`config.mk`:
```
export PLATFORM = sky130hd
export DESIGN_NAME = combination_tone_planner
export DESIGN_NICKNAME = d
export VERILOG_FILES = /design/src/ctp_pkg.sv /design/src/ctp_ctrl.sv /design/src/ctp_dp.sv /design/src/combination_tone_planner.sv
export SDC_FILE = /design/constraint.sdc
export NUM_CORES = 2
export LEC_CHECK = 0
export ABC_CLOCK_PERIOD_IN_PS = 16000
export BUFFER_PORTS_ARGS = -buffer_cell sky130_fd_sc_hd__clkbuf_2
export CAP_MARGIN = 20
export CELL_PAD_IN_SITES_DETAIL_PLACEMENT = 1
export CELL_PAD_IN_SITES_GLOBAL_PLACEMENT = 2
export CORE_MARGIN = 5
export CORE_UTILIZATION = 40
export DETAILED_ROUTE_END_ITERATION = 16
export HOLD_SLACK_MARGIN = 0.06
export PLACE_DENSITY_LB_ADDON = 0.1
export REMOVE_ABC_BUFFERS = 1
export SYNTH_ARGS = -nofsm -noshare
export SYNTH_HDL_FRONTEND = slang
export SYNTH_HIERARCHICAL = 1
export SYNTH_SLANG_ARGS = --single-unit
```
`constraint.sdc`:
```
create_clock -name clk -period 16 [get_ports clk]
set_input_delay 1.6 -clock clk [delete_from_list [all_inputs] [get_ports clk]]
set_output_delay 1.6 -clock clk [all_outputs]
set_load 0.05 [all_outputs]
```
`src/ctp_pkg.sv`:
```
// Package for the combination tone planner: widths, codes and shared types.
// Used by ctp_ctrl, ctp_dp and combination_tone_planner.
package ctp_pkg;
    localparam int TONE_SLOTS = 6;
    localparam int SLOT_W     = 4;
    localparam int SIDX_W     = (TONE_SLOTS > 1) ? $clog2(TONE_SLOTS) : 1;
    localparam int QW         = 16;
    localparam int FW         = 20;
    localparam int CFG_IDX_W  = 2;
    localparam logic [QW-1:0] Q_ONE       = 16'd32768;
    localparam logic [FW-1:0] MIN_FREQ    = 20'd320;
    localparam logic [QW-1:0] DIFF_WEIGHT = 16'd22938;
    localparam logic [FW-1:0] UPPER_RESET = 20'd317520;

    localparam logic [CFG_IDX_W-1:0] REG_THRESHOLD = 2'd0;
    localparam logic [CFG_IDX_W-1:0] REG_MIX       = 2'd1;
    localparam logic [CFG_IDX_W-1:0] REG_UPPER     = 2'd2;

    typedef enum logic [3:0] {
        ST_IDLE,
        ST_LOAD,
        ST_DIV,
        ST_RANK,
        ST_PAIR_P,
        ST_PAIR_S,
        ST_PAIR_M,
        ST_PAIR_D,
        ST_EMIT
    } ctp_state_t;

    typedef struct packed {
        logic load;
        logic div_start;
        logic div_step;
        logic rank;
        logic mul_p;
        logic mul_s;
        logic mul_m;
        logic place;
        logic emit_next;
    } ctp_cmd_t;

    typedef struct packed {
        logic active;
        logic div_done;
        logic pair_last;
        logic emit_last;
    } ctp_sts_t;

    function automatic logic [QW-1:0] clamp_q(input logic [QW-1:0] v);
        return (v > Q_ONE) ? Q_ONE : v;
    endfunction
endpackage

```
`src/ctp_ctrl.sv`:
```
// Controller for the combination tone planner: sequences divide, pair
// multiplies and the slot emit. Depends on ctp_pkg.
module ctp_ctrl (
    input  logic             clk,
    input  logic             rst_n,
    input  logic             in_fire,
    input  logic             out_free,
    input  ctp_pkg::ctp_sts_t sts,
    output ctp_pkg::ctp_cmd_t cmd,
    output logic             busy
);
    import ctp_pkg::*;

    ctp_state_t state_reg, state_next;

    always_ff @(posedge clk or negedge rst_n)
    begin
        if (!rst_n)
            state_reg <= ST_IDLE;
        else
            state_reg <= state_next;
    end

    always_comb
    begin
        state_next = state_reg;
        cmd = '0;
        busy = (state_reg != ST_IDLE);
        unique case (state_reg)
            ST_IDLE:
            begin
                if (in_fire)
                begin
                    cmd.load = 1'b1;
                    state_next = ST_LOAD;
                end
            end
            ST_LOAD:
            begin
                if (sts.active)
                begin
                    cmd.div_start = 1'b1;
                    state_next = ST_DIV;
                end
                else
                    state_next = ST_EMIT;
            end
            ST_DIV:
            begin
                cmd.div_step = 1'b1;
                if (sts.div_done)
                    state_next = ST_RANK;
            end
            ST_RANK:
            begin
                cmd.rank = 1'b1;
                state_next = ST_PAIR_P;
            end
            ST_PAIR_P:
            begin
                cmd.mul_p = 1'b1;
                state_next = ST_PAIR_S;
            end
            ST_PAIR_S:
            begin
                cmd.mul_s = 1'b1;
                state_next = ST_PAIR_M;
            end
            ST_PAIR_M:
            begin
                cmd.mul_m = 1'b1;
                state_next = ST_PAIR_D;
            end
            ST_PAIR_D:
            begin
                cmd.place = 1'b1;
                state_next = sts.pair_last ? ST_EMIT : ST_PAIR_P;
            end
            ST_EMIT:
            begin
                if (out_free)
                begin
                    cmd.emit_next = 1'b1;
                    if (sts.emit_last)
                        state_next = ST_IDLE;
                end
            end
            default: state_next = ST_IDLE;
        endcase
    end
endmodule

```
`src/ctp_dp.sv`:
```
// Datapath for the combination tone planner: operand registers, shift-subtract
// divider, shared multiplier, slot store and output register. Depends on ctp_pkg.
module ctp_dp (
    input  logic                              clk,
    input  logic                              rst_n,
    input  ctp_pkg::ctp_cmd_t                 cmd,
    output ctp_pkg::ctp_sts_t                 sts,
    input  logic                              cfg_we,
    input  logic [ctp_pkg::CFG_IDX_W-1:0]     cfg_index,
    input  logic [ctp_pkg::FW-1:0]            cfg_data,
    input  logic [ctp_pkg::QW-1:0]            global_energy,
    input  logic [ctp_pkg::QW-1:0]            band0_energy,
    input  logic [ctp_pkg::QW-1:0]            band1_energy,
    input  logic [ctp_pkg::QW-1:0]            band2_energy,
    input  logic [ctp_pkg::QW-1:0]            band3_energy,
    input  logic [ctp_pkg::FW-1:0]            band0_freq,
    input  logic [ctp_pkg::FW-1:0]            band1_freq,
    input  logic [ctp_pkg::FW-1:0]            band2_freq,
    input  logic [ctp_pkg::FW-1:0]            band3_freq,
    input  logic                              out_stall,
    output logic                              out_valid,
    output logic [ctp_pkg::SLOT_W-1:0]        slot_index,
    output logic [ctp_pkg::FW-1:0]            slot_freq,
    output logic [ctp_pkg::QW-1:0]            slot_gain,
    output logic                              last_slot
);
    import ctp_pkg::*;

    logic [QW-1:0] thr_reg, mix_reg;
    logic [FW-1:0] upper_reg;
    logic [QW-1:0] g_reg;
    logic [QW-1:0] e_reg [4];
    logic [FW-1:0] f_reg [4];
    logic [QW-1:0] te_reg [3];
    logic [FW-1:0] tf_reg [3];
    logic [FW-1:0] store_reg [TONE_SLOTS];
    logic [QW-1:0] gain_reg [TONE_SLOTS];
    logic [SIDX_W:0] filled_reg;
    logic [1:0] pair_reg;
    logic [16:0] scale_reg;
    // restoring divider: 31-bit dividend, 17-bit divisor
    logic [30:0] quo_reg;
    logic [17:0] rem_reg;
    logic [16:0] den_reg;
    logic [4:0]  dcnt_reg;
    logic        div_trivial_reg;
    logic [QW-1:0] mul_reg;
    logic [QW-1:0] gs_reg;
    logic [SIDX_W:0] emit_reg;
    logic [SLOT_W-1:0] oidx_reg;
    logic [FW-1:0] ofreq_reg;
    logic [QW-1:0] ogain_reg;
    logic olast_reg, ovalid_reg;

    // config registers
    always_ff @(posedge clk or negedge rst_n)
    begin
        if (!rst_n)
        begin
            thr_reg   <= '0;
            mix_reg   <= Q_ONE;
            upper_reg <= UPPER_RESET;
        end
        else if (cfg_we)
        begin
            unique case (cfg_index)
                REG_THRESHOLD: thr_reg <= clamp_q(cfg_data[QW-1:0]);
                REG_MIX:       mix_reg <= clamp_q(cfg_data[QW-1:0]);
                REG_UPPER:     upper_reg <= cfg_data;
                default: ;
            endcase
        end
    end

    assign sts.active = (g_reg >= thr_reg);

    // ranking of the four bands
    logic [1:0] rank_c [4];
    always_comb
    begin
        for (int i = 0; i < 4; i++)
        begin
            rank_c[i] = '0;
            for (int j = 0; j < 4; j++)
                if ((e_reg[j] > e_reg[i]) || ((e_reg[j] == e_reg[i]) && (j < i)))
                    rank_c[i] = rank_c[i] + 2'd1;
        end
    end

    // pair selection (0,1) (0,2) (1,2)
    logic [1:0] pa, pb;
    always_comb
    begin
        case (pair_reg)
            2'd0:    begin pa = 2'd0; pb = 2'd1; end
            2'd1:    begin pa = 2'd0; pb = 2'd2; end
            default: begin pa = 2'd1; pb = 2'd2; end
        endcase
    end
    assign sts.pair_last = (pair_reg == 2'd2);

    // shared multiplier
    logic [16:0] mul_a, mul_b;
    logic [33:0] mul_prod;
    always_comb
    begin
        mul_a = {1'b0, te_reg[pa]};
        mul_b = {1'b0, te_reg[pb]};
        if (cmd.mul_s)
        begin
            mul_a = {1'b0, mul_reg};
            mul_b = scale_reg;
        end
        else if (cmd.mul_m)
        begin
            mul_a = {1'b0, mul_reg};
            mul_b = {1'b0, mix_reg};
        end
        else if (cmd.place)
        begin
            mul_a = {1'b0, gs_reg};
            mul_b = {1'b0, DIFF_WEIGHT};
        end
        mul_prod = mul_a * mul_b;
    end

    logic [FW:0] sumf;
    logic [FW-1:0] difff;
    logic sum_ok, diff_ok;
    logic [SIDX_W:0] fill_after_sum;
    always_comb
    begin
        sumf  = {1'b0, tf_reg[pa]} + {1'b0, tf_reg[pb]};
        difff = (tf_reg[pa] > tf_reg[pb]) ? tf_reg[pa] - tf_reg[pb]
                                          : tf_reg[pb] - tf_reg[pa];
        sum_ok = (filled_reg < (SIDX_W+1)'(TONE_SLOTS)) && (sumf > {1'b0, MIN_FREQ})
                 && (sumf < {1'b0, upper_reg});
        fill_after_sum = sum_ok ? filled_reg + 1'b1 : filled_reg;
        diff_ok = (fill_after_sum < (SIDX_W+1)'(TONE_SLOTS)) && (difff > MIN_FREQ)
                  && (difff < upper_reg);
    end

    logic [17:0] rem_sh;
    logic [17:0] rem_sub;
    always_comb
    begin
        rem_sh  = {rem_reg[16:0], quo_reg[30]};
        rem_sub = rem_sh - {1'b0, den_reg};
    end
    assign sts.div_done = div_trivial_reg || (dcnt_reg == 5'd0);

    always_ff @(posedge clk)
    begin
        if (cmd.load)
        begin
            g_reg <= clamp_q(global_energy);
            e_reg[0] <= clamp_q(band0_energy);
            e_reg[1] <= clamp_q(band1_energy);
            e_reg[2] <= clamp_q(band2_energy);
            e_reg[3] <= clamp_q(band3_energy);
            f_reg[0] <= band0_freq;
            f_reg[1] <= band1_freq;
            f_reg[2] <= band2_freq;
            f_reg[3] <= band3_freq;
            for (int k = 0; k < TONE_SLOTS; k++)
                gain_reg[k] <= '0;
            filled_reg <= '0;
            pair_reg <= '0;
        end
        if (cmd.div_start)
        begin
            div_trivial_reg <= (thr_reg >= Q_ONE);
            quo_reg  <= {g_reg - thr_reg, 15'd0};
            rem_reg  <= '0;
            den_reg  <= {1'b0, Q_ONE} - {1'b0, thr_reg};
            dcnt_reg <= 5'd31;
        end
        else if (cmd.div_step && !sts.div_done)
        begin
            if (!rem_sub[17])
            begin
                rem_reg <= rem_sub;
                quo_reg <= {quo_reg[29:0], 1'b1};
            end
            else
            begin
                rem_reg <= rem_sh;
                quo_reg <= {quo_reg[29:0], 1'b0};
            end
            dcnt_reg <= dcnt_reg - 5'd1;
        end
        if (cmd.rank)
        begin
            scale_reg <= div_trivial_reg ? {1'b0, Q_ONE}
                       : (quo_reg > 31'(Q_ONE)) ? {1'b0, Q_ONE} : quo_reg[16:0];
            for (int i = 0; i < 4; i++)
                if (rank_c[i] != 2'd3)
                begin
                    te_reg[rank_c[i]] <= e_reg[i];
                    tf_reg[rank_c[i]] <= f_reg[i];
                end
        end
        if (cmd.mul_p || cmd.mul_s)
            mul_reg <= mul_prod[30:15];
        if (cmd.mul_m)
            gs_reg <= mul_prod[30:15];
        if (cmd.place)
        begin
            if (sum_ok)
            begin
                gain_reg[filled_reg[SIDX_W-1:0]] <= gs_reg;
            end
            if (diff_ok)
            begin
                gain_reg[fill_after_sum[SIDX_W-1:0]] <= mul_prod[30:15];
            end
            filled_reg <= diff_ok ? fill_after_sum + 1'b1 : fill_after_sum;
            pair_reg <= pair_reg + 2'd1;
        end
    end

    always_ff @(posedge clk or negedge rst_n)
    begin
        if (!rst_n)
            for (int k = 0; k < TONE_SLOTS; k++)
                store_reg[k] <= '0;
        else if (cmd.place)
        begin
            if (sum_ok)
                store_reg[filled_reg[SIDX_W-1:0]] <= sumf[FW-1:0];
            if (diff_ok)
                store_reg[fill_after_sum[SIDX_W-1:0]] <= difff;
        end
    end

    // output register
    assign sts.emit_last = (emit_reg == (SIDX_W+1)'(TONE_SLOTS - 1));
    always_ff @(posedge clk or negedge rst_n)
    begin
        if (!rst_n)
        begin
            ovalid_reg <= 1'b0;
            emit_reg   <= '0;
        end
        else
        begin
            if (ovalid_reg && !out_stall)
                ovalid_reg <= 1'b0;
            if (cmd.emit_next)
            begin
                ovalid_reg <= 1'b1;
                emit_reg <= sts.emit_last ? '0 : emit_reg + 1'b1;
            end
        end
    end

    always_ff @(posedge clk)
    begin
        if (cmd.emit_next)
        begin
            oidx_reg  <= SLOT_W'(emit_reg);
            ofreq_reg <= store_reg[emit_reg[SIDX_W-1:0]];
            ogain_reg <= gain_reg[emit_reg[SIDX_W-1:0]];
            olast_reg <= sts.emit_last;
        end
    end

    assign out_valid  = ovalid_reg;
    assign slot_index = oidx_reg;
    assign slot_freq  = ofreq_reg;
    assign slot_gain  = ogain_reg;
    assign last_slot  = olast_reg;
endmodule

```
`src/combination_tone_planner.sv`:
```
// Top level of the combination tone planner: joins controller and datapath.
// Depends on ctp_pkg, ctp_ctrl and ctp_dp.
//
//  channel | handshake            | payload
//  in      | in_valid / in_stall  | global_energy, band0..3_energy, band0..3_freq
//  out     | out_valid / out_stall| slot_index, slot_freq, slot_gain, last_slot
//  cfg     | cfg_we               | cfg_index, cfg_data
//
// An active item is loaded, divided by the shift-subtract divider for the
// activation scale, ranked, then runs the product, scale, mix and place steps
// per band pair on the shared multiplier, then emits one slot per cycle, each
// slot waiting while the output register is stalled. A silenced item skips
// straight to the emit. The next item is taken once the last slot has entered
// the output register stage. Reset clears control and the slot frequency store.
module combination_tone_planner (
    input  logic                          clk,
    input  logic                          rst_n,
    input  logic                          in_valid,
    output logic                          in_stall,
    input  logic [ctp_pkg::QW-1:0]        global_energy,
    input  logic [ctp_pkg::QW-1:0]        band0_energy,
    input  logic [ctp_pkg::QW-1:0]        band1_energy,
    input  logic [ctp_pkg::QW-1:0]        band2_energy,
    input  logic [ctp_pkg::QW-1:0]        band3_energy,
    input  logic [ctp_pkg::FW-1:0]        band0_freq,
    input  logic [ctp_pkg::FW-1:0]        band1_freq,
    input  logic [ctp_pkg::FW-1:0]        band2_freq,
    input  logic [ctp_pkg::FW-1:0]        band3_freq,
    output logic                          out_valid,
    input  logic                          out_stall,
    output logic [ctp_pkg::SLOT_W-1:0]    slot_index,
    output logic [ctp_pkg::FW-1:0]        slot_freq,
    output logic [ctp_pkg::QW-1:0]        slot_gain,
    output logic                          last_slot,
    input  logic                          cfg_we,
    input  logic [ctp_pkg::CFG_IDX_W-1:0] cfg_index,
    input  logic [ctp_pkg::FW-1:0]        cfg_data
);
    import ctp_pkg::*;

    ctp_cmd_t cmd;
    ctp_sts_t sts;
    logic busy, in_fire, out_free;

    assign in_stall = busy;
    assign in_fire  = in_valid && !busy;
    assign out_free = !out_valid || !out_stall;

    ctp_ctrl u_ctrl (
        .clk      (clk),
        .rst_n    (rst_n),
        .in_fire  (in_fire),
        .out_free (out_free),
        .sts      (sts),
        .cmd      (cmd),
        .busy     (busy)
    );

    ctp_dp u_dp (
        .clk           (clk),
        .rst_n         (rst_n),
        .cmd           (cmd),
        .sts           (sts),
        .cfg_we        (cfg_we),
        .cfg_index     (cfg_index),
        .cfg_data      (cfg_data),
        .global_energy (global_energy),
        .band0_energy  (band0_energy),
        .band1_energy  (band1_energy),
        .band2_energy  (band2_energy),
        .band3_energy  (band3_energy),
        .band0_freq    (band0_freq),
        .band1_freq    (band1_freq),
        .band2_freq    (band2_freq),
        .band3_freq    (band3_freq),
        .out_stall     (out_stall),
        .out_valid     (out_valid),
        .slot_index    (slot_index),
        .slot_freq     (slot_freq),
        .slot_gain     (slot_gain),
        .last_slot     (last_slot)
    );
endmodule

```
==> results.tsv <==
stage	metric	value	unit
setup_path	r2r_start	u_ctrl/state_reg[3]	
placement	portBuffers	229	
synthesis	ys_ff_latch	744	
setup_path	critical_path_class	flop to flop	
setup_path	crit_top_cell	fa_1	
route	drtIter0Drc	3213	
timing	min_period_over_period	64.41	%
global_routing	antenna_found_initial	5	
final_layout	nNetsFinal	5941	
setup_path	slowest_delay	0.70	ns
cts	ctsHoldBuffers	0	
setup_path	startpoint_type	flop	
cts	post_cts_resize_count	0	
placement	globalplace.congestion	0.8811	
synthesis	yosysWarnings	6	
floorplanning	chipWidth	369.4	um
final_layout	drive_gt1_share	12.71	%
setup_path	critPathRequiredTime	16.40	ns
final_layout	largest_reg_flops	128	
synthesis	avgSynthCellArea	10.11	um2
route	drc	0	
final_layout	regArea	21080	um2
synthesis	synth_ff_type	edfxtp_1	
cts	cts_made_buffers	86	
global_routing	grt_pass1_wl	265100	um
timing	fmax	97.04	MHz
timing	maxSlewViolCount	0	
min_path	whs_endpoint	u_dp/dcnt_reg[4]	
final_layout	syn2layout_area_growth	11.45	%
synthesis	yosysUniqueCellTypes	92	
timing	worst_pin_slew	1.184	ns
route	routed_via_density	5.704	
setup_path	reg2reg_slack	5.70	ns
timing	setup_viol	0	
cts	numClockSinks	744	
floorplanning	ios	230	
route	ant_nets	0	
timing	hold_violations	0	
timing	setup_tns	0	ns
setup_path	r2r_cells	33	
cts	clockBufferDepth	3	
final_layout	multiInputGateArea	27580	um2
setup_path	critPathBufInv	7	
floorplanning	core-area	128000	um2
route	vias	39990	
synthesis	syn_inst	5113	
timing	layout_min_cycle_time	10.30	ns
setup_path	cp_max_fo	74	
placement	place_area	54710	um2
placement	dp.cells	6847	
setup_path	end_kind	flop	
route	routed_wl	173700	um
route	wl_per_cell	24.78	um
timing	rsz0062_at_grt	false	
cts	htreeDepth	3	
timing	slew_headroom	21.08	%
global_routing	overflow	0	
min_path	worst_hold_path_type	flop to flop	
cts	post_cts_buffers	0	
setup_path	reg2reg_to	u_dp/gain_reg[0][15]	
setup_path	cp_slowest_cell	nand2_1	
outcome	outcome	completed	
synthesis	yosysMostFrequentCell	inv_1	
synthesis	ys_seq_area_share	40.79	%
final_layout	stdcell_count	7011	
synthesis	synth_area	51670	um2
min_path	worstHoldStart	u_dp/dcnt_reg[4]	
cts	clockRootBuffer	clkbuf_16	
synthesis	netlist_top_cells_area	edfxtp_1 31%, dfrtp_1 8.4%, fa_1 8.2%	
synthesis	synth_common_cells	554 x inv_1, 527 x nor2_1, 526 x edfxtp_1, 438 x nand2_1, 336 x ha_1	
setup_path	cp_num_cells	33	
synthesis	async_flop_share	24.33	%
synthesis	synth_top_area_share	30.57	%
min_path	whs_path_depth	2	
global_routing	grt_pass1_vias	41970	
synthesis	synth_edf_count	526	
floorplanning	die-area	136500	um2
route	dr.pass1.iters	9	
timing	fin_skew	0.02973	ns
cts	insertion_delay	0.71	ns
global_routing	grt_max_degree	114	
floorplanning	dieHeight	369.4	um
final_layout	nFillCells	14130	
placement	dp_hpwl	127900	um
cts	cts_tree	built	
global_routing	grt.total_usage	25.27	%
cts	clkTransAtPathRegs	0.06	ns
run	drv_cap	0	
floorplanning	start_util	40.37	%
floorplanning	rows	131	
final_layout	final_area	57590	um2
synthesis	yosysTopAreaCell	edfxtp_1	
setup_path	cp.arrival	10.71	ns
setup_path	crit_family	adder cells	
worst register-to-register path, delay by kind of cell (launching register included):
family | cells | cell delay [ns]
AOI/OAI and AO/OA | 11 | 3.19
xor gates and xnor gates | 1 | 0.30
adders and majority gates | 7 | 3.42
buffers and inverters | 7 | 1.17
DFF | 1 | 0.51
and+or+nand+nor | 7 | 1.42
area by class of cell:
| type | count | area share (%) |
|---|---|---|
| multi-input cells | 3503 | 47.89 |
| flip-flops and latches | 744 | 36.61 |
| clock buffers | 119 | 4.161 |
| well taps | 1729 | 3.757 |
| inverters | 560 | 3.652 |
| repair buffers | 312 | 3.131 |
| clock inverters | 42 | 0.7952 |
| diodes | 2 | 0.008691 |
metrics by stage:
stage,setup slack [ns],utilization [%],hold slack (ns)
finish,5.695,44.99,0.4795
global route,4.989,44.98,0.4998
CTS,5.613,44.97,0.4820
detailed placement,5.629,42.74,0.4688
global placement,5.639,42.70,0.4562
floorplan,3.258,-,0.4461
worst max path at each step:
stage	start	endpoint	slack, ns
final	u_ctrl/state_reg[3]	u_dp/gain_reg[0][15]	5.70
after global routing	u_ctrl/state_reg[3]	u_dp/gain_reg[0][15]	4.99
after CTS	u_ctrl/state_reg[3]	u_dp/gain_reg[0][15]	5.61
after detailed placement	u_ctrl/state_reg[3]	u_dp/gain_reg[0][15]	5.63
after global placement	u_ctrl/state_reg[3]	u_dp/gain_reg[2][14]	5.64
after floorplan	u_ctrl/state_reg[3]	u_dp/gain_reg[5][15]	3.26
routing by layer:
layer | vias up | GRT usage (%) | part of all wire [%]
met4 | 0 | 5.455 | 2.0
met1 | 20440 | 36.73 | 47
met5 | - | 0 | 0
met2 | 1089 | 40.08 | 46
met3 | 185 | 3.882 | 5.6
li1 | 18270 | - | -
cell usage in the layout, fill, tap and decap left out, drive strengths merged, types with 16 or more instances in the layout:
master  netlist  layout
edfxtp      526     526
a221oi       63      63
a211oi       76      76
conb          1      33
clkbuf      288     348
clkinv        2      36
nand2       438     438
buf          50      83
or2          19      19
nor3         54      54
nand3        49      49
dfrtp       173     173
a32oi        65      65
o211ai       16      16
a21o         62      62
and3         47      47
mux2         87      87
dfxtp        37      37
mux2i       166     166
a31oi        16      16
xnor2        71      71
a21oi       207     207
and2         92      92
o21ai       214     214
o31ai        26      26
a221o        44      44
ha          336     336
nor2b       110     110
o22ai        49      49
a32o         18      18
nand2b       43      43
nand4        33      33
mux4         52      52
nor4         43      43
inv         558     561
fa          211     211
a222oi       53      53
o21a         36      36
nor2        527     527
kinds of logic after synthesis:
kind of cell | after synthesis | synth area share [%]
multiplexers | 305 | 7.378
flip-flops | 744 | 40.79
other | 1 | 0.007257
buffers and inverters | 898 | 6.652
XOR/XNOR | 84 | 1.424
AND/OR/NAND/NOR | 1498 | 13.39
adder cells (fa/ha/maj) | 547 | 16.31
AO/OA/AOI/OAI | 1036 | 14.05
Power is left out: the tool's default activity adds up to more than one toggle a clock period on the data nets, which glitch-free logic cannot reach.
